[src/design/hrcc_pkg.sv]
// Types, constants and helper functions shared by the request completeness checker.
package hrcc_pkg;

	typedef enum logic [1:0] {
		LEN_SEARCH,
		LEN_SKIP_WS,
		LEN_VALUE,
		LEN_DONE
	} len_phase_t;

	typedef enum logic [2:0] {
		LINE_METHOD,
		LINE_WS,
		LINE_HEADER,
		LINE_BODY,
		LINE_FAIL
	} line_phase_t;

	localparam int KEY_LEN = 15;
	localparam logic [30:0] LEN_MAX = 31'h7FFF_FFFF;
	localparam logic [31:0] HDR_END = 32'h0D0A_0D0A;
	localparam logic [2:0] MIN_METHOD_OFFSET = 3'd4;

	localparam logic [2:0] ST_COMPLETE_LEN   = 3'd0;
	localparam logic [2:0] ST_COMPLETE_NOLEN = 3'd1;
	localparam logic [2:0] ST_NO_HEADER_END  = 3'd2;
	localparam logic [2:0] ST_LENGTH_CUT     = 3'd3;
	localparam logic [2:0] ST_BODY_SHORT     = 3'd4;

	// What the length scanner reports after taking the current byte.
	typedef struct packed {
		logic        done;
		logic        pending;
		logic [30:0] value;
	} len_view_t;

	function automatic logic is_ws(input logic [7:0] b);
		return (b == 8'h20) || (b >= 8'h09 && b <= 8'h0D);
	endfunction

	function automatic logic [7:0] to_lower(input logic [7:0] b);
		return (b >= 8'h41 && b <= 8'h5A) ? b + 8'h20 : b;
	endfunction

	function automatic logic [7:0] key_char(input logic [3:0] idx);
		logic [7:0] c;
		case (idx)
			4'd0:    c = "c";
			4'd1:    c = "o";
			4'd2:    c = "n";
			4'd3:    c = "t";
			4'd4:    c = "e";
			4'd5:    c = "n";
			4'd6:    c = "t";
			4'd7:    c = "-";
			4'd8:    c = "l";
			4'd9:    c = "e";
			4'd10:   c = "n";
			4'd11:   c = "g";
			4'd12:   c = "t";
			4'd13:   c = "h";
			4'd14:   c = ":";
			default: c = 8'h00;
		endcase
		return c;
	endfunction

endpackage

[src/design/hrcc_if.sv]
// Valid/ready channel interfaces for request bytes and completeness results.
interface hrcc_in_if;
	logic       valid;
	logic       ready;
	logic [7:0] data_byte;
	logic       last_byte;

	modport source (output valid, output data_byte, output last_byte, input ready);
	modport sink (input valid, input data_byte, input last_byte, output ready);
endinterface

interface hrcc_out_if;
	logic        valid;
	logic        ready;
	logic        incomplete;
	logic [2:0]  status;
	logic [30:0] content_length;
	logic [31:0] body_bytes;

	modport source (output valid, output incomplete, output status, output content_length,
		output body_bytes, input ready);
	modport sink (input valid, input incomplete, input status, input content_length,
		input body_bytes, output ready);
endinterface

[src/design/hrcc_len_scan.sv]
// Content-length key matcher and decimal value parser.
module hrcc_len_scan (
	input  logic               clk,
	input  logic               arst_n,
	input  logic               step,
	input  logic               clear,
	input  logic [7:0]         data_byte,
	output hrcc_pkg::len_view_t view
);
	import hrcc_pkg::*;

	len_phase_t  phase_q, phase_d;
	logic [3:0]  key_q, key_d;
	logic [30:0] value_q, value_d;
	logic        open_q, open_d;

	logic [7:0]  lc;
	logic        ws;
	logic        digit;
	logic        take_value;
	logic [34:0] ext;
	logic [34:0] acc;

	always_comb begin
		lc = to_lower(data_byte);
		ws = is_ws(data_byte);
		digit = (data_byte >= 8'h30) && (data_byte <= 8'h39);
		ext = {4'b0, value_q};
		acc = (ext << 3) + (ext << 1) + {31'b0, data_byte[3:0]};
		take_value = (phase_q == LEN_VALUE) || (phase_q == LEN_SKIP_WS && !ws);

		phase_d = phase_q;
		key_d = key_q;
		value_d = value_q;
		open_d = open_q;

		if (phase_q == LEN_SEARCH) begin
			if (lc == key_char(key_q)) begin
				if (key_q == 4'(KEY_LEN - 1)) begin
					phase_d = LEN_SKIP_WS;
					key_d = 4'd0;
				end else begin
					key_d = key_q + 4'd1;
				end
			end else begin
				// The mismatching byte may itself start a new key.
				key_d = (lc == key_char(4'd0)) ? 4'd1 : 4'd0;
			end
		end

		if (take_value) begin
			phase_d = LEN_VALUE;
			if (ws) begin
				phase_d = LEN_DONE;
			end else if (open_q && digit) begin
				value_d = (acc > {4'b0, LEN_MAX}) ? LEN_MAX : acc[30:0];
			end else begin
				open_d = 1'b0;
			end
		end
	end

	always_ff @(posedge clk or negedge arst_n) begin
		if (!arst_n) begin
			phase_q <= LEN_SEARCH;
			key_q <= 4'd0;
			value_q <= 31'd0;
			open_q <= 1'b1;
		end else if (clear) begin
			phase_q <= LEN_SEARCH;
			key_q <= 4'd0;
			value_q <= 31'd0;
			open_q <= 1'b1;
		end else if (step) begin
			phase_q <= phase_d;
			key_q <= key_d;
			value_q <= value_d;
			open_q <= open_d;
		end
	end

	assign view.done = (phase_d == LEN_DONE);
	assign view.pending = (phase_d != LEN_SEARCH) || (key_d != 4'd0);
	assign view.value = value_d;

endmodule

[src/design/http_request_completeness_check_unit.sv]
// Top level of the HTTP request completeness checker.
// Usage:
// Request bytes enter on the req channel, one per transaction, with last_byte
// set on the final byte received so far. Only that final byte produces a
// transaction on the res channel, giving incomplete, status, the parsed
// content length and the number of body bytes seen after the blank line.
// Throughput is one byte per cycle, save where a last byte waits on a held
// result: each byte is held in an input register, the scanners update from
// it, and on a last byte the result is written to an output register. A
// waiting result does not stop non-final bytes; a second last byte waits in
// the input register until the receiver takes the result.
// After each last byte all scanner state returns to its reset value, so the
// next byte starts a new request. Reset (arst_n low) clears all scanner state
// and drops both valid flags. COUNT_WIDTH sets the body counter width; the
// reported body_bytes saturates at 32 bits.
module http_request_completeness_check_unit #(
	parameter int COUNT_WIDTH = 32
) (
	input logic     clk,
	input logic     arst_n,
	hrcc_in_if.sink   req,
	hrcc_out_if.source res
);
	import hrcc_pkg::*;

	localparam int BW = (COUNT_WIDTH > 32) ? COUNT_WIDTH : 32;

	logic       valid_s1;
	logic [7:0] byte_s1;
	logic       last_s1;
	logic       advance;
	logic       finish;

	logic        out_valid_q;
	logic        incomplete_q;
	logic [2:0]  status_q;
	logic [30:0] length_q;
	logic [31:0] body_q;

	line_phase_t            line_q, line_d;
	logic [2:0]             off_q, off_d;
	logic [23:0]            recent_q;
	logic [31:0]            window;
	logic [COUNT_WIDTH-1:0] count_q, count_d;
	logic                   ws;

	len_view_t   view;
	logic [BW-1:0] count_ext;
	logic [BW-1:0] len_ext;
	logic        inc_d;
	logic [2:0]  st_d;
	logic [30:0] len_d;
	logic [31:0] body_d;

	assign advance = valid_s1 && (!last_s1 || !out_valid_q || res.ready);
	assign finish = advance && last_s1;
	assign req.ready = !valid_s1 || advance;

	always_ff @(posedge clk or negedge arst_n) begin
		if (!arst_n) begin
			valid_s1 <= 1'b0;
		end else if (req.ready) begin
			valid_s1 <= req.valid;
		end
	end

	always_ff @(posedge clk) begin
		if (req.ready && req.valid) begin
			byte_s1 <= req.data_byte;
			last_s1 <= req.last_byte;
		end
	end

	hrcc_len_scan u_len_scan (
		.clk       (clk),
		.arst_n    (arst_n),
		.step      (advance),
		.clear     (finish),
		.data_byte (byte_s1),
		.view      (view)
	);

	// Request line and header-end scanner, with the body byte counter.
	always_comb begin
		ws = is_ws(byte_s1);
		window = {recent_q, byte_s1};
		line_d = line_q;
		count_d = count_q;
		case (line_q)
			LINE_METHOD: begin
				if (ws) line_d = LINE_WS;
			end
			LINE_WS: begin
				if (!ws) line_d = (off_q >= MIN_METHOD_OFFSET) ? LINE_HEADER : LINE_FAIL;
			end
			LINE_HEADER: begin
				if (window == HDR_END) line_d = LINE_BODY;
			end
			LINE_BODY: begin
				if (count_q != {COUNT_WIDTH{1'b1}}) count_d = count_q + COUNT_WIDTH'(1);
			end
			default: begin
				line_d = line_q;
			end
		endcase
		off_d = (off_q < MIN_METHOD_OFFSET) ? off_q + 3'd1 : off_q;
	end

	always_ff @(posedge clk or negedge arst_n) begin
		if (!arst_n) begin
			line_q <= LINE_METHOD;
			off_q <= 3'd0;
			recent_q <= 24'd0;
			count_q <= '0;
		end else if (finish) begin
			line_q <= LINE_METHOD;
			off_q <= 3'd0;
			recent_q <= 24'd0;
			count_q <= '0;
		end else if (advance) begin
			line_q <= line_d;
			off_q <= off_d;
			recent_q <= window[23:0];
			count_q <= count_d;
		end
	end

	// Result from the state as it stands after the final byte.
	always_comb begin
		count_ext = BW'(count_d);
		len_ext = BW'(view.value);
		inc_d = 1'b1;
		st_d = ST_NO_HEADER_END;
		len_d = 31'd0;
		body_d = 32'd0;
		if (line_d == LINE_BODY) begin
			body_d = (count_ext > BW'(32'hFFFF_FFFF)) ? 32'hFFFF_FFFF : count_ext[31:0];
			if (view.done) begin
				len_d = view.value;
				inc_d = count_ext < len_ext;
				st_d = inc_d ? ST_BODY_SHORT : ST_COMPLETE_LEN;
			end else if (view.pending) begin
				st_d = ST_LENGTH_CUT;
			end else begin
				inc_d = 1'b0;
				st_d = ST_COMPLETE_NOLEN;
			end
		end
	end

	always_ff @(posedge clk or negedge arst_n) begin
		if (!arst_n) begin
			out_valid_q <= 1'b0;
		end else if (finish) begin
			out_valid_q <= 1'b1;
		end else if (res.ready) begin
			out_valid_q <= 1'b0;
		end
	end

	always_ff @(posedge clk) begin
		if (finish) begin
			incomplete_q <= inc_d;
			status_q <= st_d;
			length_q <= len_d;
			body_q <= body_d;
		end
	end

	assign res.valid = out_valid_q;
	assign res.incomplete = incomplete_q;
	assign res.status = status_q;
	assign res.content_length = length_q;
	assign res.body_bytes = body_q;

endmodule
[src/flat_wrapper.sv]
// flat-port wrapper written by rule: the top's interface ports become plain ports
module http_request_completeness_check_unit_flat import hrcc_pkg::*;
#(
	parameter int COUNT_WIDTH = 32
)
  (clk, arst_n, req_valid, req_data_byte, req_last_byte, req_ready, res_valid, res_incomplete, res_status, res_content_length, res_body_bytes, res_ready);
  hrcc_in_if req_i ();
  hrcc_out_if res_i ();
  input logic clk;
  input logic arst_n;
  input wire logic [$bits(req_i.valid)-1:0] req_valid;
  input wire logic [$bits(req_i.data_byte)-1:0] req_data_byte;
  input wire logic [$bits(req_i.last_byte)-1:0] req_last_byte;
  output wire logic [$bits(req_i.ready)-1:0] req_ready;
  output wire logic [$bits(res_i.valid)-1:0] res_valid;
  output wire logic [$bits(res_i.incomplete)-1:0] res_incomplete;
  output wire logic [$bits(res_i.status)-1:0] res_status;
  output wire logic [$bits(res_i.content_length)-1:0] res_content_length;
  output wire logic [$bits(res_i.body_bytes)-1:0] res_body_bytes;
  input wire logic [$bits(res_i.ready)-1:0] res_ready;
  assign req_i.valid = req_valid;
  assign req_i.data_byte = req_data_byte;
  assign req_i.last_byte = req_last_byte;
  assign req_ready = req_i.ready;
  assign res_valid = res_i.valid;
  assign res_incomplete = res_i.incomplete;
  assign res_status = res_i.status;
  assign res_content_length = res_i.content_length;
  assign res_body_bytes = res_i.body_bytes;
  assign res_i.ready = res_ready;
  http_request_completeness_check_unit #(.COUNT_WIDTH(COUNT_WIDTH)) u_core (.clk(clk), .arst_n(arst_n), .req(req_i), .res(res_i));
endmodule
[config.mk]
export PLATFORM = sky130hd
export DESIGN_NAME = http_request_completeness_check_unit_flat
export DESIGN_NICKNAME = d
export VERILOG_FILES = /design/src/design/hrcc_pkg.sv /design/src/design/hrcc_if.sv /design/src/design/hrcc_len_scan.sv /design/src/design/http_request_completeness_check_unit.sv /design/src/flat_wrapper.sv
export SDC_FILE = /design/constraint.sdc
export NUM_CORES = 1
export LEC_CHECK = 0
export BUFFER_PORTS_ARGS = -buffer_cell sky130_fd_sc_hd__buf_2
export CAP_MARGIN = 15
export CORE_ASPECT_RATIO = 1.2
export CORE_MARGIN = 5
export CORE_UTILIZATION = 40
export CTS_CLUSTER_SIZE = 12
export DETAILED_ROUTE_END_ITERATION = 10
export SLEW_MARGIN = 25
export SYNTH_ARGS = -nofsm -noshare
export SYNTH_HDL_FRONTEND = slang
export SYNTH_HIERARCHICAL = 1
export SYNTH_SLANG_ARGS = --single-unit
[constraint.sdc]
create_clock -name clk -period 6.3 [get_ports clk]
set_input_delay 1.89 -clock clk [delete_from_list [all_inputs] [get_ports clk]]
set_output_delay 1.89 -clock clk [all_outputs]
set_load 0.1 [all_outputs]
==> impl_metrics.tcl, run 1 <==
set metrics [dict create \
    final_max_slew_viol_count 0 \
    area_delta_synth_final_pct 10.4 \
    grtUsageTotal_pct 18.7 \
    antenna_left 0 \
    critPathBufInv 4 \
    synth_top_family_by_area "simple AND/OR/NAND/NOR gates" \
    clock-root-buffer "clkbuf_16" \
    period_minus_slack_ns 5.61 \
    regToRegStartpoint "u_core/u_len_scan/value_q[0]" \
    num_antenna_cells 0 \
    netlist.top_cell.by_area "dfrtp_1" \
    wl_met2_um 15800 \
    yosys_warnings 6 \
    fp-row-count 70 \
    synth_area_leaders "dfrtp_1 (21%), edfxtp_1 (19%), ha_1 (10%), nand2_1 (4.3%), a21oi_1 (4.0%)" \
    cp.arrival_ns 5.91 \
    cp_cell_sequence "inv_1 -> fa_1 -> inv_1 -> ha_1 -> a211oi_1 -> o21ai_0 -> a2111o_1 -> nand2_1 -> o31ai_1 -> xor2_1 -> nor4_4 -> buf_4 -> a21oi_1 -> inv_1 -> ha_1 -> and4_1 -> nand4_1 -> a21oi_1 -> a311oi_1 -> nand4_1 -> o21bai_1" \
    setup-violations-final 0 \
    crit_family "compound AO/OA/AOI/OAI gates" \
    rsz0062_at_grt "false" \
    yosysMostFrequentCell "nand2_1" \
    max_slew.worst_pin.slew_ns 0.944 \
    yosys-top-cells-count "nand2_1 (138), dfrtp_1 (101), ha_1 (101)" \
    drv_cap 0 \
    clkLatencyLatePin_ns 0.45 \
    status "completed" \
    place_hpwl_um 23300 \
    leakage_uw 0.00598 \
    drcViolationCount 0 \
    initial_core_util_pct 40.3 \
    io_pins 82 \
    synth_edf_count 76 \
    crit_path_start "u_core/u_len_scan/value_q[0]" \
    routabilityCongestion 0.896 \
    die-area_um2 34000 \
    synthAdderAreaFrac_pct 10.7 \
    cts_buffer_depth 2 \
    async_flop_share_pct 57.3 \
    start_kind "flop" \
    crit_top_cell "inv_1" \
    hp-start "u_core/recent_q[16]" \
    drive_gt1_share_pct 11.4 \
    ys_seq_area_share_pct 39.8 \
    final_hold_viol_count 0 \
    grt.overflow.total 0 \
    fmax_mhz 178 \
    power.density_nw_per_um2 212 \
    die_height_um 201 \
    grt_pass1_wl_um 51600 \
    grt_pass1_vias 9552 \
    slew_headroom_pct 35.4 \
    ir_drop_v 0.000179 \
    wl_met3_um 1600 \
    ys_ff_latch 178 \
    cts_tree "yes" \
    netlist.area_leader.share_pct 20.8 \
    pre_cts_ws_ns 0.821 \
    cp_max_fo 22 \
    nNetsFinal 1472 \
    cts_sinks 178 \
    grt_max_degree 74 \
    slowest_stage "fa_1" \
    synth_cell_types 76 \
    final.setup_skew_ns 0.0164 \
    synth_compound_area_share_pct 17.1 \
    wl_per_cell_um 18.3 \
    drtIter0Drc 731 \
    cp.required_ns 6.60 \
    fin_crit_sh_pct 89.1 \
    synth.cell_area_um2 12200 \
    cts_max_level 4 \
    highest_layer "met4" \
    die_w_um 169 \
    holdBufCountCts 0 \
    setup_tns_ns 0 \
    grt_antenna_before_repair 0 \
    endpoint_kind "flop" \
    postSynthCellCount 1321 \
    wl_met1_um 14000 \
    synthMuxAreaShare_pct 2.42 \
    synthFlopType "dfrtp_1" \
    max_stage_delay_ns 0.56 \
    postCtsSetupRepairBufs 0 \
    critical_path_class "flop to flop" \
    syn_area_per_cell_um2 9.21 \
    dr.pass1.iters 5 \
    coreArea_um2 30200 \
    num_vias 9932 \
    synth_xor_xnor_area_share_pct 4.82 \
    routed_via_density 5.63 \
    ctsResizeCount 0 \
    wl_um 32200 \
    clkTransAtPathRegs_ns 0.08 \
    portBuffers 81 \
    hold_class "flop to flop" \
    final.setup.worst_slack_ns 0.685 \
    synth_nets 1437 \
    cts_made_buffers 17 \
    synth-simple-area-share_pct 20.1 \
]
[layout make-up]
class | count | area [um^2]
Clock inverter | 15 | 161
Tap cell | 396 | 495
Inverter | 69 | 260
Fill cell | 2971 | 16800
Sequential cell | 178 | 4840
Clock buffer | 17 | 425
Multi-Input combinational cell | 997 | 6720
Timing Repair Buffer | 93 | 523
[cells by family after synthesis]
logic type / count (synthesis)
buf+inv: 146
compound gates: 324
xor+xnor: 67
fa+ha+maj: 103
flops: 178
simple gates: 474
mux: 29
[stage by stage]
step           instance area [um^2]  instances  total power (uW)  hold WS, ns  util [%]
6_report                      13400       1765              2840        0.467      44.4
3_3_place_gp                  12800       1733              1780        0.451      42.5
5_1_grt                       13400       1765              2980        0.493      44.4
4_1_cts                       13400       1765              2870        0.474      44.4
3_5_place_dp                  12800       1733              1800        0.456      42.5
2_1_floorplan                 12200       1321              1670        0.431         -
[flip-flops by register name, summed over array words and instances (netlist names), 2 cells and up]
name,cells
u_core/u_len_scan/value_q,31
u_core/byte_s1,8
u_core/u_len_scan/phase_q,2
u_core/line_q,3
u_core/recent_q,24
u_core/u_len_scan/key_q,4
u_core/count_q,32
u_core/res.status,3
u_core/off_q,3
u_core/res.content_length,31
u_core/res.body_bytes,32
[power by group]
part / leakage [uW] / switching [uW] / internal (uW)
Combinational: 0.00352 / 289 / 143
Clock: 0.000289 / 536 / 533
Sequential: 0.00218 / 70.9 / 1270
[worst paths after layout]
check                                   endpoint  slack (ns)  depth (start not counted)
min in group asynchronous     u_core/count_q[18]        1.49                          1
min                          u_core/recent_q[16]        0.47                          2
min reg2reg                  u_core/recent_q[16]        0.47                          2
max                        u_core/res.incomplete        0.69                         21
max reg2reg                u_core/res.incomplete        0.69                         21
max in group asynchronous     u_core/recent_q[8]        3.62                          2
[routing by layer]
metal	track usage (%)	vias to the layer above
met5	0	-
met4	6.21	0
met3	3.05	41
met2	31.0	263
met1	25.0	4797
li1	-	4831
[worst min-delay path, cell delays in order (launching register included)]
cell	delay, ns
dfrtp_1	0.34
nand2_1	0.05
nand2_1	0.05
[layout by cell type, fill, tap and decap left out, drive strengths merged, types with 5 or more instances in the layout]
cell	n
and4	9
edfxtp	76
nand3	28
or2	5
clkbuf	17
nor3	46
o21bai	33
or3	6
o21ai	62
buf	93
a21o	20
o211ai	12
nand2	138
ha	101
and2	10
a211oi	8
inv	76
nand4	21
o31ai	6
clkinv	8
dfrtp	101
nand2b	10
and3	11
o21a	6
a31oi	37
mux2i	26
nor2b	36
xor2	35
a21oi	98
xnor2	32
nor2	98
nand3b	26
o22ai	9
nor4	18
(Power assumes the default switching activity.)
==> run 2: changes to the inputs <==
- PLACE_DENSITY: unset -> 0.58
==> run 2 against run 1 <==
Fmax is 1.3% lower. Combinational power decreased by 2%. Non-clock buffer count unchanged. Hold slack better by 0.0036 ns. Total power increased by 0.40%. Clock power barely moved. Clock skew grew 0.011 ns. Wire length up 1.6%. Via count fell by 0.57%. Critical path type unchanged. Critical endpoint unchanged. Highest routed layer unchanged.
==> impl_metrics.tcl, run 2 (synthesis gave the netlist of run 1 again) <==
set metrics [dict create \
    routed_via_density 5.59 \
    cts_sinks 178 \
    grt_antenna_before_repair 0 \
    max_stage_delay_ns 0.61 \
    cp_max_fo 44 \
    num_vias 9875 \
    cts_tree "yes" \
    endpoint_kind "flop" \
    drcViolationCount 0 \
    final_hold_viol_count 0 \
    final_max_slew_viol_count 0 \
    p_comb_share_pct 14.8 \
    drtIter0Drc 686 \
    grt_pass1_vias 9541 \
    die-area_um2 34000 \
    setup_tns_ns 0 \
    reg2reg_depth 21 \
    n_fill_cell 2936 \
    min_to "u_core/recent_q[18]" \
    grt_max_degree 74 \
    cts_made_buffers 17 \
    clkTransAtPathRegs_ns 0.09 \
    cts_buffer_depth 2 \
    critPathBufInv 4 \
    power_frac_seq_pct 47.2 \
    nNetsFinal 1472 \
    intPower_uw 1970 \
    hold-path-cell-count 2 \
    r2r_end "u_core/res.incomplete" \
    num_antenna_cells 0 \
    routabilityCongestion 0.876 \
    ctsResizeCount 0 \
    wl_um 32700 \
    postCtsSetupRepairBufs 0 \
    power.density_nw_per_um2 213 \
    coreArea_um2 30200 \
    fin_crit_sh_pct 90.3 \
    slew_headroom_pct 27.9 \
    grt.overflow.total 0 \
    fp-row-count 70 \
    rsz0062_at_grt "false" \
    portBuffers 81 \
    hold_slack_ns 0.471 \
    status "completed" \
    drive_gt1_share_pct 11.4 \
    layout_common_cells "nand2_1 (137), ha_1 (101), dfrtp_1 (101)" \
    hp-start "u_core/recent_q[18]" \
    die_height_um 201 \
    wl_per_cell_um 18.6 \
    critical_path_class "flop to flop" \
    holdBufCountCts 0 \
    clkLatencyLatePin_ns 0.45 \
    switching_share_pct 31.0 \
    cp.required_ns 6.48 \
    place_hpwl_um 23700 \
    max_slew.worst_pin.slew_ns 1.05 \
    crit_family "compound AO/OA/AOI/OAI gates" \
    io_pins 82 \
    fmax_mhz 176 \
    die_w_um 169 \
    cts_max_level 4 \
    grtUsageTotal_pct 19.2 \
    area_delta_synth_final_pct 10.3 \
    final.setup_skew_ns 0.0275 \
    dr.pass1.iters 5 \
    period_minus_slack_ns 5.69 \
    mostFrequentLayoutCell "nand2_1" \
    hold_class "flop to flop" \
    antenna_left 0 \
    clock-root-buffer "clkbuf_16" \
    reg2reg_slack_ns 0.61 \
    cp.arrival_ns 5.87 \
    p_switching_uw 884 \
    initial_core_util_pct 40.3 \
    cp_cell_sequence "inv_1 -> fa_1 -> inv_1 -> ha_1 -> a211oi_1 -> o21ai_0 -> a2111o_1 -> nand2_1 -> o31ai_1 -> xor2_1 -> nor4_4 -> buf_4 -> a21oi_1 -> inv_1 -> ha_1 -> a21oi_1 -> o22ai_1 -> o31a_1 -> nor4_1 -> a2111oi_0 -> o21bai_1" \
    drv_cap 0 \
    regToRegStartpoint "u_core/byte_s1[3]" \
    grt_pass1_wl_um 52500 \
    slowest_stage "edfxtp_1" \
    crit_top_cell "inv_1" \
    ir_drop_v 0.000147 \
    leakage_uw 0.00599 \
    start_kind "flop" \
    setup-violations-final 0 \
    pwr-share-clk_pct 38.0 \
]
-- run 2: area by class of cell --
cell class	instances	area (um^2)	area share, %
Clock inverter	14	158	1.17
Tap cell	396	495	3.69
Timing Repair Buffer	93	498	3.71
Clock buffer	18	450	3.36
Multi-Input combinational cell	997	6720	50.1
Inverter	69	260	1.94
Sequential cell	178	4840	36.0
-- run 2: worst max path at each step --
| stage | endpoint | slack, ns | depth (start not counted) | startpoint |
|---|---|---|---|---|
| 2_1_floorplan | u_core/res.incomplete | 1.24 | 22 | u_core/byte_s1[3] |
| 6_report | u_core/res.incomplete | 0.61 | 21 | u_core/byte_s1[3] |
| 3_3_place_gp | u_core/res.incomplete | 0.86 | 21 | u_core/byte_s1[3] |
| 5_1_grt | u_core/res.incomplete | 0.28 | 21 | u_core/byte_s1[3] |
| 4_1_cts | u_core/res.incomplete | 0.70 | 21 | u_core/byte_s1[3] |
| 3_5_place_dp | u_core/res.incomplete | 0.70 | 20 | u_core/byte_s1[3] |
-- run 2: stage by stage --
stage	instance area, um^2	worst slack, ns	std cells	total power, uW	util [%]
2_1_floorplan	12200	1.24	1321	1670	-
3_3_place_gp	12800	0.863	1733	1780	42.4
3_5_place_dp	12800	0.703	1733	1800	42.4
4_1_cts	13400	0.705	1765	2880	44.4
5_1_grt	13400	0.275	1765	2990	44.4
6_report	13400	0.609	1765	2850	44.4
-- run 2: layer usage --
layer  vias to the layer above  global-route usage, %  part of all wire, %
li1                       4832                      -                    -
met1                      4751                   26.2                   45
met2                       255                   31.4                   48
met3                        37                   2.99                  4.3
met4                         0                   6.04                  2.4
met5                         -                      0                    0
-- run 2: tightest hold or removal path, stage by stage (launching register included) --
cell     delay [ns]
dfrtp_1        0.35
nand2_1        0.05
nand2_1        0.04
-- run 2: power by group through the flow --
stage	Clock [uW]	Sequential (uW)	Combinational, uW
after floorplan	0	1420	257
after global placement	0	1370	418
after detailed placement	0	1370	426
after CTS	1110	1340	427
after global routing	1160	1360	471
final	1080	1350	424
==> run 3: changes to the inputs <==
- CORE_UTILIZATION: 40 -> 45
- MAX_ROUTING_LAYER: unset -> met4
- PLACE_DENSITY: 0.58 -> 0.63
==> run 3 against run 2 <==
Final cell count down 3.1%. Hold slack better by 0.0032 ns. Total power grew 0.21%. Wire length decreased by 2.5%. Critical path type unchanged.
==> impl_metrics.tcl, run 3 (synthesis gave the netlist of run 1 again) <==
set metrics [dict create \
    critPathBufInv 4 \
    crit_top_cell "inv_1" \
    wl_um 31900 \
    cp.required_ns 6.48 \
    grt_max_degree 74 \
    crit_path_start "u_core/byte_s1[3]" \
    postCtsSetupRepairBufs 0 \
    n_fill_cell 2568 \
    crit_end "u_core/res.incomplete" \
    period_minus_slack_ns 5.70 \
    clkTransAtPathRegs_ns 0.08 \
    crit_family "compound AO/OA/AOI/OAI gates" \
    rsz0062_at_grt "false" \
    cts_buffer_depth 2 \
    drcViolationCount 0 \
    place_hpwl_um 23000 \
    final_util_pct 49.6 \
    num_vias 9974 \
    reg2reg_depth 21 \
    fp-row-count 66 \
    area_delta_synth_final_pct 9.81 \
    setup_tns_ns 0 \
    clkLatencyLatePin_ns 0.45 \
    status "completed" \
    final_max_slew_viol_count 0 \
    cts_sinks 178 \
    fin_crit_sh_pct 90.4 \
    routabilityCongestion 0.911 \
    antenna_left 0 \
    portBuffers 81 \
    slowest_stage "a2111oi_0" \
    fmax_mhz 176 \
    die-area_um2 30400 \
    nNetsFinal 1472 \
    final.setup_skew_ns 0.0158 \
    cp_max_fo 44 \
    die_w_um 160 \
    slew_headroom_pct 32.3 \
    multi_input_area_um2 6720 \
    io_pins 82 \
    hold_class "flop to flop" \
    cts_made_buffers 17 \
    hold_slack_ns 0.474 \
    holdBufCountCts 0 \
    cts_tree "yes" \
    regToRegStartpoint "u_core/byte_s1[3]" \
    die_height_um 190 \
    start_kind "flop" \
    layout_common_cells "nand2_1 (137), ha_1 (101), dfrtp_1 (101)" \
    cp_cell_sequence "inv_1 -> fa_1 -> inv_1 -> ha_1 -> a211oi_1 -> o21ai_0 -> a2111o_1 -> nand2_1 -> o31ai_1 -> xor2_1 -> nor4_4 -> buf_12 -> a21oi_1 -> inv_1 -> ha_1 -> nand4_1 -> nor3_1 -> o31a_1 -> nor4_1 -> a2111oi_0 -> o21bai_1" \
    power_uw 2860 \
    seqCellArea_um2 4840 \
    final_hold_viol_count 0 \
    critical_path_depth 21 \
    power.density_nw_per_um2 214 \
    setup-violations-final 0 \
    ir_drop_v 0.000177 \
    endpoint_kind "flop" \
    max_slew.worst_pin.slew_ns 1.02 \
    pre_cts_ws_ns 0.615 \
    drtIter0Drc 746 \
    leakage_uw 0.00599 \
    drive_gt1_share_pct 11.4 \
    dr.pass1.iters 7 \
    grt_antenna_before_repair 1 \
    grt_pass1_vias 9801 \
    grt.overflow.total 0 \
    reg2reg_slack_ns 0.60 \
    drv_cap 0 \
    ctsResizeCount 0 \
    cts_max_level 4 \
    clock-root-buffer "clkbuf_16" \
    cp.arrival_ns 5.88 \
    wl_per_cell_um 18.7 \
    coreArea_um2 26900 \
    max_stage_delay_ns 0.62 \
    grtUsageTotal_pct 21.8 \
    final.setup.worst_slack_ns 0.604 \
    initial_core_util_pct 45.2 \
    grt_pass1_wl_um 51600 \
    routed_via_density 5.83 \
    mostFrequentLayoutCell "nand2_1" \
    critical_path_class "flop to flop" \
    r2r_end "u_core/res.incomplete" \
]
[run 3: power by group]
| group | leakage (uW) | internal (uW) | switching, uW |
|---|---|---|---|
| clock | 0.000295 | 540 | 549 |
| sequential | 0.00218 | 1270 | 73.9 |
| combinational | 0.00351 | 142 | 286 |
[run 3: worst min path at each step]
| stage | from | to | slack, ns | cells past startpoint |
|---|---|---|---|---|
| 6_report | u_core/recent_q[17] | u_core/recent_q[17] | 0.47 | 2 |
| 5_1_grt | u_core/recent_q[17] | u_core/recent_q[17] | 0.50 | 2 |
| 4_1_cts | u_core/recent_q[17] | u_core/recent_q[17] | 0.48 | 2 |
| 3_5_place_dp | u_core/recent_q[23] | u_core/recent_q[23] | 0.46 | 2 |
| 3_3_place_gp | u_core/recent_q[16] | u_core/recent_q[16] | 0.45 | 2 |
| 2_1_floorplan | u_core/recent_q[16] | u_core/recent_q[16] | 0.43 | 2 |
[run 3: through the flow]
stage / cells / area, um^2
4_1_cts: 1709 / 13400
3_3_place_gp: 1677 / 12800
6_report: 1710 / 13400
2_1_floorplan: 1321 / 12200
3_5_place_dp: 1677 / 12800
5_1_grt: 1710 / 13400
[run 3: worst reg2reg max path: cells and delay by family (launching register included)]
family | cells | cell delay, ns
DFF | 1 | 0.59
xor gates and xnor gates | 1 | 0.17
adders and majority gates | 3 | 1.06
buffers and inverters | 4 | 0.57
AOI/OAI and AO/OA | 8 | 2.14
and+or+nand+nor | 5 | 0.89
[run 3: routing by layer]
layer  part of all wire (%)  GRT usage [%]
met5                      0              -
met4                    3.7           9.53
met3                    5.0           3.51
met2                     48           35.4
met1                     44           27.0
[run 3: final cells by class]
cell class / count / area share [%]
diodes: 1 / 0.0187
multi-input cells: 997 / 50.3
clock inverters: 15 / 1.30
inverters: 69 / 1.95
well taps: 340 / 3.18
clock buffers: 17 / 3.18
repair buffers: 93 / 3.82
flip-flops and latches: 178 / 36.2
